## config.mk

```make
export PLATFORM = sky130hd
export DESIGN_NAME = mvd_ctrl_flat
export DESIGN_NICKNAME = d
export VERILOG_FILES = /design/src/hw/rtl/mvd_pkg.sv /design/src/hw/rtl/mvd_in_if.sv /design/src/hw/rtl/mvd_out_if.sv /design/src/hw/rtl/mvd_ctrl.sv /design/src/flat_wrapper.sv
export SDC_FILE = /design/constraint.sdc
export NUM_CORES = 1
export LEC_CHECK = 0
export BUFFER_PORTS_ARGS = -buffer_cell sky130_fd_sc_hd__buf_2
export CORE_AREA = 2 2 488 490
export DETAILED_ROUTE_END_ITERATION = 10
export DIE_AREA = 0 0 490 492
export GPL_ROUTABILITY_DRIVEN = 0
export PLACE_DENSITY = 0.38
export SKIP_LAST_GASP = 1
export SLEW_MARGIN = 20
export SYNTH_ARGS = -nofsm -noshare
export SYNTH_HDL_FRONTEND = slang
export SYNTH_SLANG_ARGS = --single-unit
```

## constraint.sdc

```tcl
create_clock -name clk -period 9.5 [get_ports clk]
set_input_delay 1.9 -clock clk [delete_from_list [all_inputs] [get_ports clk]]
set_output_delay 1.9 -clock clk [all_outputs]
set_load 0.03 [all_outputs]
```

## src/hw/rtl/mvd_pkg.sv

```systemverilog
// Package for the mesh vertex dedup unit: store sizes, field widths, codes,
// state type, RAM request structs and the IEEE word compare.
// No dependencies.
`default_nettype none

package mvd_pkg;

  localparam int MAX_POSITIONS = 1024;
  localparam int MAX_TEXCOORDS = 1024;
  localparam int MAX_NORMALS   = 1024;
  localparam int MAX_UNIQUE    = 1024;

  localparam int POS_AW = (MAX_POSITIONS > 1) ? $clog2(MAX_POSITIONS) : 1;
  localparam int TEX_AW = (MAX_TEXCOORDS > 1) ? $clog2(MAX_TEXCOORDS) : 1;
  localparam int NRM_AW = (MAX_NORMALS > 1) ? $clog2(MAX_NORMALS) : 1;
  localparam int UNQ_AW = (MAX_UNIQUE > 1) ? $clog2(MAX_UNIQUE) : 1;

  localparam int POS_CW = $clog2(MAX_POSITIONS + 1);
  localparam int TEX_CW = $clog2(MAX_TEXCOORDS + 1);
  localparam int NRM_CW = $clog2(MAX_NORMALS + 1);
  localparam int UNQ_CW = $clog2(MAX_UNIQUE + 1);

  localparam int KIND_W   = 2;
  localparam int WORD_W   = 32;
  localparam int REF_W    = 11;
  localparam int SLOT_W   = 10;
  localparam int STATUS_W = 2;

  localparam int POS_DW  = 3 * WORD_W;
  localparam int TEX_DW  = 2 * WORD_W;
  localparam int NRM_DW  = 3 * WORD_W;
  localparam int VERT_WORDS = 8;
  localparam int VERT_DW = VERT_WORDS * WORD_W;

  localparam logic [KIND_W-1:0] KIND_POS    = 2'd0;
  localparam logic [KIND_W-1:0] KIND_UV     = 2'd1;
  localparam logic [KIND_W-1:0] KIND_NRM    = 2'd2;
  localparam logic [KIND_W-1:0] KIND_CORNER = 2'd3;

  localparam logic [STATUS_W-1:0] STAT_OK     = 2'd0;
  localparam logic [STATUS_W-1:0] STAT_BADREF = 2'd1;
  localparam logic [STATUS_W-1:0] STAT_FULL   = 2'd2;

  typedef enum logic [2:0] {
    ST_IDLE,
    ST_DISPATCH,
    ST_FETCH,
    ST_SCAN,
    ST_INSERT,
    ST_RESP
  } mvd_state_t;

  typedef struct packed {
    logic              we;
    logic [POS_AW-1:0] waddr;
    logic [POS_DW-1:0] wdata;
    logic [POS_AW-1:0] raddr;
  } pos_req_t;

  typedef struct packed {
    logic              we;
    logic [TEX_AW-1:0] waddr;
    logic [TEX_DW-1:0] wdata;
    logic [TEX_AW-1:0] raddr;
  } tex_req_t;

  typedef struct packed {
    logic              we;
    logic [NRM_AW-1:0] waddr;
    logic [NRM_DW-1:0] wdata;
    logic [NRM_AW-1:0] raddr;
  } nrm_req_t;

  typedef struct packed {
    logic               we;
    logic [UNQ_AW-1:0]  waddr;
    logic [VERT_DW-1:0] wdata;
    logic [UNQ_AW-1:0]  raddr;
  } unq_req_t;

  typedef struct packed {
    logic              busy;
    logic [UNQ_CW-1:0] unique_count;
  } mvd_stat_t;

  function automatic logic word_is_nan(logic [WORD_W-1:0] w);
    return (w[WORD_W-2:0] > 31'h7F80_0000);
  endfunction

  // IEEE equality on binary32 bit patterns: signed zeros match, NaN never
  function automatic logic words_equal(logic [WORD_W-1:0] a, logic [WORD_W-1:0] b);
    logic [WORD_W-1:0] both;
    both = a | b;
    if (word_is_nan(a) || word_is_nan(b)) begin
      return 1'b0;
    end
    if (both[WORD_W-2:0] == '0) begin
      return 1'b1;
    end
    return (a == b);
  endfunction

  function automatic logic vert_equal(logic [VERT_DW-1:0] a, logic [VERT_DW-1:0] b);
    logic eq;
    eq = 1'b1;
    for (int k = 0; k < VERT_WORDS; k++) begin
      eq = eq & words_equal(a[k*WORD_W +: WORD_W], b[k*WORD_W +: WORD_W]);
    end
    return eq;
  endfunction

endpackage

`default_nettype wire

```

## src/hw/rtl/mvd_in_if.sv

```systemverilog
// Input channel of the mesh vertex dedup unit: valid/ready and one item.
// Depends on mvd_pkg.
`default_nettype none

interface mvd_in_if import mvd_pkg::*; ();
  logic                 valid;
  logic                 ready;
  logic [KIND_W-1:0]    kind;
  logic [WORD_W-1:0]    coord_x;
  logic [WORD_W-1:0]    coord_y;
  logic [WORD_W-1:0]    coord_z;
  logic [REF_W-1:0]     position_ref;
  logic [REF_W-1:0]     texcoord_ref;
  logic [REF_W-1:0]     normal_ref;

  modport source (
    output valid, kind, coord_x, coord_y, coord_z, position_ref, texcoord_ref, normal_ref,
    input  ready
  );

  modport sink (
    input  valid, kind, coord_x, coord_y, coord_z, position_ref, texcoord_ref, normal_ref,
    output ready
  );
endinterface

`default_nettype wire

```

## src/hw/rtl/mvd_out_if.sv

```systemverilog
// Result channel of the mesh vertex dedup unit: valid/ready and one result.
// Depends on mvd_pkg.
`default_nettype none

interface mvd_out_if import mvd_pkg::*; ();
  logic                valid;
  logic                ready;
  logic [SLOT_W-1:0]   vertex_slot;
  logic                created;
  logic [STATUS_W-1:0] status;

  modport source (
    output valid, vertex_slot, created, status,
    input  ready
  );

  modport sink (
    input  valid, vertex_slot, created, status,
    output ready
  );
endinterface

`default_nettype wire

```

## src/hw/rtl/mvd_ctrl.sv

```systemverilog
// Sequencer of the mesh vertex dedup unit: item capture, attribute appends,
// corner fetch, unique-table scan and insert, result register.
// Depends on mvd_pkg, mvd_in_if, mvd_out_if.
`default_nettype none

module mvd_ctrl import mvd_pkg::*; (
  input  wire logic          clk,
  input  wire logic          rst_n,
  mvd_in_if.sink             in_ch,
  mvd_out_if.source          out_ch,
  output pos_req_t           pos_req,
  input  wire logic [POS_DW-1:0]  pos_rd,
  output tex_req_t           tex_req,
  input  wire logic [TEX_DW-1:0]  tex_rd,
  output nrm_req_t           nrm_req,
  input  wire logic [NRM_DW-1:0]  nrm_rd,
  output unq_req_t           unq_req,
  input  wire logic [VERT_DW-1:0] unq_rd,
  output mvd_stat_t          stat
);

  mvd_state_t state_r, state_nxt;

  // captured item
  logic [KIND_W-1:0] kind_r, kind_nxt;
  logic [WORD_W-1:0] cx_r, cx_nxt, cy_r, cy_nxt, cz_r, cz_nxt;
  logic [REF_W-1:0]  pr_r, pr_nxt, tr_r, tr_nxt, nr_r, nr_nxt;

  logic [POS_CW-1:0] pos_cnt_r, pos_cnt_nxt;
  logic [TEX_CW-1:0] tex_cnt_r, tex_cnt_nxt;
  logic [NRM_CW-1:0] nrm_cnt_r, nrm_cnt_nxt;
  logic [UNQ_CW-1:0] unq_cnt_r, unq_cnt_nxt;

  logic [UNQ_AW-1:0]  scan_idx_r, scan_idx_nxt;
  logic [VERT_DW-1:0] vert_r, vert_nxt;

  logic [SLOT_W-1:0]   res_slot_r, res_slot_nxt;
  logic                res_created_r, res_created_nxt;
  logic [STATUS_W-1:0] res_status_r, res_status_nxt;

  logic                out_valid_r, out_valid_nxt;
  logic [SLOT_W-1:0]   out_slot_r, out_slot_nxt;
  logic                out_created_r, out_created_nxt;
  logic [STATUS_W-1:0] out_status_r, out_status_nxt;

  logic pos_full, tex_full, nrm_full, unq_full;
  logic refs_ok, scan_hit, scan_last, out_free, take;

  assign pos_full = (pos_cnt_r == POS_CW'(MAX_POSITIONS));
  assign tex_full = (tex_cnt_r == TEX_CW'(MAX_TEXCOORDS));
  assign nrm_full = (nrm_cnt_r == NRM_CW'(MAX_NORMALS));
  assign unq_full = (unq_cnt_r == UNQ_CW'(MAX_UNIQUE));

  assign refs_ok = (pr_r != '0) && (32'(pr_r) <= 32'(pos_cnt_r)) &&
                   (tr_r != '0) && (32'(tr_r) <= 32'(tex_cnt_r)) &&
                   (nr_r != '0) && (32'(nr_r) <= 32'(nrm_cnt_r));

  // unq_rd holds the entry at scan_idx_r while scanning
  assign scan_hit  = vert_equal(vert_r, unq_rd);
  assign scan_last = ((UNQ_CW'(scan_idx_r) + UNQ_CW'(1)) == unq_cnt_r);
  assign out_free  = !out_valid_r || out_ch.ready;
  assign take      = (state_r == ST_IDLE) && in_ch.valid;

  // next state
  always_comb begin
    state_nxt = state_r;
    unique case (state_r)
      ST_IDLE: begin
        if (in_ch.valid) begin
          state_nxt = ST_DISPATCH;
        end
      end
      ST_DISPATCH: begin
        unique case (kind_r)
          KIND_POS:    state_nxt = pos_full ? ST_RESP : ST_IDLE;
          KIND_UV:     state_nxt = tex_full ? ST_RESP : ST_IDLE;
          KIND_NRM:    state_nxt = nrm_full ? ST_RESP : ST_IDLE;
          KIND_CORNER: state_nxt = refs_ok ? ST_FETCH : ST_RESP;
        endcase
      end
      ST_FETCH: begin
        state_nxt = (unq_cnt_r == '0) ? ST_INSERT : ST_SCAN;
      end
      ST_SCAN: begin
        if (scan_hit) begin
          state_nxt = ST_RESP;
        end else if (scan_last) begin
          state_nxt = ST_INSERT;
        end
      end
      ST_INSERT: begin
        state_nxt = ST_RESP;
      end
      ST_RESP: begin
        if (out_free) begin
          state_nxt = ST_IDLE;
        end
      end
      default: state_nxt = ST_IDLE;
    endcase
  end

  // datapath and memory requests
  always_comb begin
    kind_nxt        = kind_r;
    cx_nxt          = cx_r;
    cy_nxt          = cy_r;
    cz_nxt          = cz_r;
    pr_nxt          = pr_r;
    tr_nxt          = tr_r;
    nr_nxt          = nr_r;
    pos_cnt_nxt     = pos_cnt_r;
    tex_cnt_nxt     = tex_cnt_r;
    nrm_cnt_nxt     = nrm_cnt_r;
    unq_cnt_nxt     = unq_cnt_r;
    scan_idx_nxt    = scan_idx_r;
    vert_nxt        = vert_r;
    res_slot_nxt    = res_slot_r;
    res_created_nxt = res_created_r;
    res_status_nxt  = res_status_r;
    out_valid_nxt   = out_valid_r && !out_ch.ready;
    out_slot_nxt    = out_slot_r;
    out_created_nxt = out_created_r;
    out_status_nxt  = out_status_r;

    pos_req.we    = 1'b0;
    pos_req.waddr = POS_AW'(pos_cnt_r);
    pos_req.wdata = {cz_r, cy_r, cx_r};
    pos_req.raddr = POS_AW'(pr_r - REF_W'(1));
    tex_req.we    = 1'b0;
    tex_req.waddr = TEX_AW'(tex_cnt_r);
    tex_req.wdata = {cy_r, cx_r};
    tex_req.raddr = TEX_AW'(tr_r - REF_W'(1));
    nrm_req.we    = 1'b0;
    nrm_req.waddr = NRM_AW'(nrm_cnt_r);
    nrm_req.wdata = {cz_r, cy_r, cx_r};
    nrm_req.raddr = NRM_AW'(nr_r - REF_W'(1));
    unq_req.we    = 1'b0;
    unq_req.waddr = UNQ_AW'(unq_cnt_r);
    unq_req.wdata = vert_r;
    unq_req.raddr = scan_idx_r + UNQ_AW'(1);

    unique case (state_r)
      ST_IDLE: begin
        if (take) begin
          kind_nxt = in_ch.kind;
          cx_nxt   = in_ch.coord_x;
          cy_nxt   = in_ch.coord_y;
          cz_nxt   = in_ch.coord_z;
          pr_nxt   = in_ch.position_ref;
          tr_nxt   = in_ch.texcoord_ref;
          nr_nxt   = in_ch.normal_ref;
        end
      end
      ST_DISPATCH: begin
        res_slot_nxt    = '0;
        res_created_nxt = 1'b0;
        res_status_nxt  = STAT_FULL;
        unique case (kind_r)
          KIND_POS: begin
            if (!pos_full) begin
              pos_req.we  = 1'b1;
              pos_cnt_nxt = pos_cnt_r + POS_CW'(1);
            end
          end
          KIND_UV: begin
            if (!tex_full) begin
              tex_req.we  = 1'b1;
              tex_cnt_nxt = tex_cnt_r + TEX_CW'(1);
            end
          end
          KIND_NRM: begin
            if (!nrm_full) begin
              nrm_req.we  = 1'b1;
              nrm_cnt_nxt = nrm_cnt_r + NRM_CW'(1);
            end
          end
          KIND_CORNER: begin
            res_status_nxt = STAT_BADREF;
          end
        endcase
      end
      ST_FETCH: begin
        // layout: position x,y,z, normal x,y,z, u, v
        vert_nxt      = {tex_rd, nrm_rd, pos_rd};
        scan_idx_nxt  = '0;
        unq_req.raddr = '0;
      end
      ST_SCAN: begin
        scan_idx_nxt = scan_idx_r + UNQ_AW'(1);
        if (scan_hit) begin
          res_slot_nxt    = SLOT_W'(scan_idx_r);
          res_created_nxt = 1'b0;
          res_status_nxt  = STAT_OK;
        end
      end
      ST_INSERT: begin
        if (unq_full) begin
          res_slot_nxt    = '0;
          res_created_nxt = 1'b0;
          res_status_nxt  = STAT_FULL;
        end else begin
          unq_req.we      = 1'b1;
          unq_cnt_nxt     = unq_cnt_r + UNQ_CW'(1);
          res_slot_nxt    = SLOT_W'(unq_cnt_r);
          res_created_nxt = 1'b1;
          res_status_nxt  = STAT_OK;
        end
      end
      ST_RESP: begin
        if (out_free) begin
          out_valid_nxt   = 1'b1;
          out_slot_nxt    = res_slot_r;
          out_created_nxt = res_created_r;
          out_status_nxt  = res_status_r;
        end
      end
      default: begin
      end
    endcase
  end

  always_ff @(posedge clk) begin
    if (!rst_n) begin
      state_r     <= ST_IDLE;
      pos_cnt_r   <= '0;
      tex_cnt_r   <= '0;
      nrm_cnt_r   <= '0;
      unq_cnt_r   <= '0;
      out_valid_r <= 1'b0;
    end else begin
      state_r     <= state_nxt;
      pos_cnt_r   <= pos_cnt_nxt;
      tex_cnt_r   <= tex_cnt_nxt;
      nrm_cnt_r   <= nrm_cnt_nxt;
      unq_cnt_r   <= unq_cnt_nxt;
      out_valid_r <= out_valid_nxt;
    end
  end

  always_ff @(posedge clk) begin
    kind_r        <= kind_nxt;
    cx_r          <= cx_nxt;
    cy_r          <= cy_nxt;
    cz_r          <= cz_nxt;
    pr_r          <= pr_nxt;
    tr_r          <= tr_nxt;
    nr_r          <= nr_nxt;
    scan_idx_r    <= scan_idx_nxt;
    vert_r        <= vert_nxt;
    res_slot_r    <= res_slot_nxt;
    res_created_r <= res_created_nxt;
    res_status_r  <= res_status_nxt;
    out_slot_r    <= out_slot_nxt;
    out_created_r <= out_created_nxt;
    out_status_r  <= out_status_nxt;
  end

  assign in_ch.ready        = (state_r == ST_IDLE);
  assign out_ch.valid       = out_valid_r;
  assign out_ch.vertex_slot = out_slot_r;
  assign out_ch.created     = out_created_r;
  assign out_ch.status      = out_status_r;

  assign stat.busy         = (state_r != ST_IDLE);
  assign stat.unique_count = unq_cnt_r;

endmodule

`default_nettype wire

```

## src/flat_wrapper.sv

```systemverilog
// flat-port wrapper written by rule: the top's interface ports become plain ports
module mvd_ctrl_flat import mvd_pkg::*;
  (clk, rst_n, pos_req, pos_rd, tex_req, tex_rd, nrm_req, nrm_rd, unq_req, unq_rd, stat, in_ch_valid, in_ch_kind, in_ch_coord_x, in_ch_coord_y, in_ch_coord_z, in_ch_position_ref, in_ch_texcoord_ref, in_ch_normal_ref, in_ch_ready, out_ch_valid, out_ch_vertex_slot, out_ch_created, out_ch_status, out_ch_ready);
  mvd_in_if in_ch_i ();
  mvd_out_if out_ch_i ();
  input  wire logic clk;
  input  wire logic rst_n;
  output pos_req_t pos_req;
  input  wire logic [POS_DW-1:0] pos_rd;
  output tex_req_t tex_req;
  input  wire logic [TEX_DW-1:0] tex_rd;
  output nrm_req_t nrm_req;
  input  wire logic [NRM_DW-1:0] nrm_rd;
  output unq_req_t unq_req;
  input  wire logic [VERT_DW-1:0] unq_rd;
  output mvd_stat_t stat;
  input wire logic [$bits(in_ch_i.valid)-1:0] in_ch_valid;
  input wire logic [$bits(in_ch_i.kind)-1:0] in_ch_kind;
  input wire logic [$bits(in_ch_i.coord_x)-1:0] in_ch_coord_x;
  input wire logic [$bits(in_ch_i.coord_y)-1:0] in_ch_coord_y;
  input wire logic [$bits(in_ch_i.coord_z)-1:0] in_ch_coord_z;
  input wire logic [$bits(in_ch_i.position_ref)-1:0] in_ch_position_ref;
  input wire logic [$bits(in_ch_i.texcoord_ref)-1:0] in_ch_texcoord_ref;
  input wire logic [$bits(in_ch_i.normal_ref)-1:0] in_ch_normal_ref;
  output wire logic [$bits(in_ch_i.ready)-1:0] in_ch_ready;
  output wire logic [$bits(out_ch_i.valid)-1:0] out_ch_valid;
  output wire logic [$bits(out_ch_i.vertex_slot)-1:0] out_ch_vertex_slot;
  output wire logic [$bits(out_ch_i.created)-1:0] out_ch_created;
  output wire logic [$bits(out_ch_i.status)-1:0] out_ch_status;
  input wire logic [$bits(out_ch_i.ready)-1:0] out_ch_ready;
  assign in_ch_i.valid = in_ch_valid;
  assign in_ch_i.kind = in_ch_kind;
  assign in_ch_i.coord_x = in_ch_coord_x;
  assign in_ch_i.coord_y = in_ch_coord_y;
  assign in_ch_i.coord_z = in_ch_coord_z;
  assign in_ch_i.position_ref = in_ch_position_ref;
  assign in_ch_i.texcoord_ref = in_ch_texcoord_ref;
  assign in_ch_i.normal_ref = in_ch_normal_ref;
  assign in_ch_ready = in_ch_i.ready;
  assign out_ch_valid = out_ch_i.valid;
  assign out_ch_vertex_slot = out_ch_i.vertex_slot;
  assign out_ch_created = out_ch_i.created;
  assign out_ch_status = out_ch_i.status;
  assign out_ch_i.ready = out_ch_ready;
  mvd_ctrl u_core (.clk(clk), .rst_n(rst_n), .in_ch(in_ch_i), .out_ch(out_ch_i), .pos_req(pos_req), .pos_rd(pos_rd), .tex_req(tex_req), .tex_rd(tex_rd), .nrm_req(nrm_req), .nrm_rd(nrm_rd), .unq_req(unq_req), .unq_rd(unq_rd), .stat(stat));
endmodule
```

==> out/metrics.cfg <==
[run_status]
status = complete, no violations

[worst_setup_path]
crit_type = in2reg
cp.depth = 11
crit_start = unq_rd[145]
reg2reg_to = u_core.res_slot_r[1]
worstPathMaxFanout = 13
critPathArrivalTime_ns = 5.49
crit_end = u_core.res_slot_r[1]
r2r.worst_path.cells = 10
cpPeakStageDelay_ns = 1.02
critPathBufInv = 2
rrSetupSlack_ns = 5.03
path_delay_family = simple AND/OR/NAND/NOR gates
cp-end-kind = flip-flop
worst_ep_required_time_ns = 9.79
cp_slowest_cell = nor4_1
cp-start-kind = primary input
cp_cell_sequence = buf_2 > inv_1 > ha_1 > nor4_1 > nand4_1 > nor3_1 > a21oi_1 > nor4_1 > nand3_4 > a21oi_1 > or2_1
reg2reg_from = u_core.vert_r[55]

[yosys]
ys_seq_area_frac = 0.529
synth_top_family_by_area = adder cells
muxShareOfSynthArea = 0.00155
synth_area_um2 = 25800
synth_edf_count = 423
yosysWarningCount = 0
synth-xor-area-share = 0.0264
ys_ff_latch = 471
synth_fp_nets = 3276
syn_inst = 2334
ys_async_sr_fraction = 0
yosys.area_share.simple = 0.130
synth_compound_area_frac = 0.0275
synth.avg_cell_area_um2 = 11.1
synth_ff_type = edfxtp_1
synth-adder-area-share = 0.143
synth.distinct_cells = 72

[cts]
cts_tree = done
htreeDepth = 3
cts_buffers = 67
path_clk_slew_ns = 0.05
clock_sinks = 471
clock_latency_ns = 0.70
postCtsHoldBufs = 0
clock_path_buffers = 3
cts_setup_buffers = 0
root_buffer = clkbuf_16
postCtsResizedCells = 0

[placement]
portBuffers = 1269
hpwl_um = 158000

[power]
ir_worst_vdd_mv = 0.130
p_leak_uw = 0.0165
switching_share = 0.290
p_int_uw = 4120
power_uw = 5810
seq_power_share = 0.413
clockPowerShare = 0.461
combPwrFrac = 0.126
switchingPower_uw = 1690
p_per_area_nw_per_um2 = 157

[global_route]
grt_max_degree = 147
antenna_found_initial = 108
grt_pass1_vias = 23500
track_usage = 0.144
overflow = 0
grt_pass1_wl_um = 230000

[drt]
remaining_drc_errors = 0
wl_per_cell_um = 26.7
drt_wl_total_um = 180000
via_per_inst = 3.52
detail-route-antenna-nets = 0
dr.pass1.iters = 5
via_count = 23700
drt_iter0_drc = 2034

[timing]
fin_setup_tns_ns = 0
grt_setup_unrepaired = no
timing.final.crit_share = 0.547
final.min_clock_period_ns = 5.19
fmax_mhz = 193
maxSlewHeadroom = 0.186
finClkSkew_ns = 0.0458
setup-violations-final = 0
tightestPinTransition_ns = 1.21
drv_slew = 0
finalHoldViolCount = 0

[die]
num_rows = 179
die-area_um2 = 241000
start_util = 0.109
die_y_um = 492
core-area_um2 = 236000
io_pins = 1270
chipWidth_um = 490

[min_path]
holdCritPathClass = reg2reg

[cells_and_area]
area_delta_synth_final_pct = 43.7
multiInputGateArea_um2 = 8540
final-seq-area_um2 = 13700
fillCellCount = 26800
fin_nets = 4412
mostFrequentLayoutCells = buf_2, inv_1, edfxtp_1
final_common_cell = buf_2
layout-drive-gt1-share = 0.404

[job]
cap_violations = 0

cell type report:
cell class,count,share of cell area
clock buffers,87,0.0491
inverters,552,0.0559
well taps,3167,0.107
repair buffers,1288,0.175
clock inverters,35,0.0122
diodes,31,0.00209
multi-input cells,1090,0.230
flip-flops and latches,471,0.368
how the worst min path moves through the flow:
stage,depth (start not counted),from,slack [ns],endpoint
final,0,u_core.res_slot_r[1],0.42,u_core.out_ch.vertex_slot[1]
after global routing,0,u_core.res_created_r,0.44,u_core.out_ch.created
after CTS,0,u_core.res_slot_r[1],0.42,u_core.out_ch.vertex_slot[1]
after detailed placement,0,u_core.res_slot_r[7],0.41,u_core.out_ch.vertex_slot[7]
after global placement,0,u_core.res_slot_r[1],0.40,u_core.out_ch.vertex_slot[1]
after floorplan,0,u_core.res_created_r,0.40,u_core.out_ch.created
power by group through the flow:
| stage | registers, µW | logic (µW) | clock network [µW] |
|---|---|---|---|
| 3_3_place_gp | 2440 | 736 | 0 |
| 2_1_floorplan | 2480 | 361 | 0 |
| 6_report | 2400 | 735 | 2680 |
| 3_5_place_dp | 2440 | 741 | 0 |
| 5_1_grt | 2400 | 787 | 2850 |
| 4_1_cts | 2400 | 744 | 2800 |
worst register-to-register path, delay by kind of cell, from the launching register on:
kind,cells,cell delay (ns)
AOI/OAI and AO/OA,2,0.31
DFF,1,0.68
buffers and inverters,1,0.13
adders and majority gates,1,0.44
and+or+nand+nor,6,2.55
registers in the layout, indices dropped and copies added (netlist names), 2 cells and up:
signal and flops:
u_core.res_status_r 2, u_core.state_r 3, u_core.res_slot_r 10, u_core.unq_cnt_r 11, u_core.nr_r 11, u_core.kind_r 2, u_core.out_ch.vertex_slot 10, u_core.pos_cnt_r 11
u_core.cz_r 32, u_core.cy_r 32, u_core.tex_cnt_r 11, u_core.scan_idx_r 10, u_core.nrm_cnt_r 11, u_core.cx_r 32, u_core.vert_r 256, u_core.tr_r 11
u_core.out_ch.status 2, u_core.pr_r 11
cell usage after synthesis (48+ instances only):
library cell | instances | area share
nand4_1 | 139 | 0.034
nor3_1 | 48 | 0.0093
nor4_1 | 168 | 0.041
buf_4 | 200 | 0.058
dfxtp_1 | 48 | 0.037
edfxtp_1 | 423 | 0.49
nor2_1 | 95 | 0.014
inv_1 | 547 | 0.080
ha_1 | 295 | 0.14
nand2_1 | 64 | 0.0093
xnor2_1 | 51 | 0.017
routing by layer:
metal | track usage | part of all wire | up-vias
li1 | - | - | 10300
met1 | 0.178 | 0.41 | 11600
met2 | 0.223 | 0.44 | 1462
met3 | 0.0514 | 0.10 | 338
met4 | 0.0651 | 0.051 | 32
met5 | 0 | 0.0012 | -
kinds of logic (layout without fill, tap and decap cells):
| family | count (synthesis) | in the layout |
|---|---|---|
| AO/OA/AOI/OAI | 111 | 111 |
| XOR/XNOR | 77 | 77 |
| adder cells (fa/ha/maj) | 295 | 295 |
| buffers and inverters | 773 | 1962 |
| flip-flops | 471 | 471 |
| multiplexers | 4 | 4 |
| other | 0 | 31 |
| AND/OR/NAND/NOR | 603 | 603 |
stage by stage:
stage           util  instances  hold slack [ns]  area [µm²]  worst slack, ns
2_1_floorplan      -       2334            0.400       25800             2.01
4_1_cts        0.157       6690            0.418       37000             4.38
5_1_grt        0.157       6701            0.437       37000             4.25
3_3_place_gp   0.147       6566            0.403       34700             3.51
6_report       0.157       6721            0.416       37100             4.31
3_5_place_dp   0.147       6568            0.406       34700             3.62
Power figures use the tool's default switching activity.
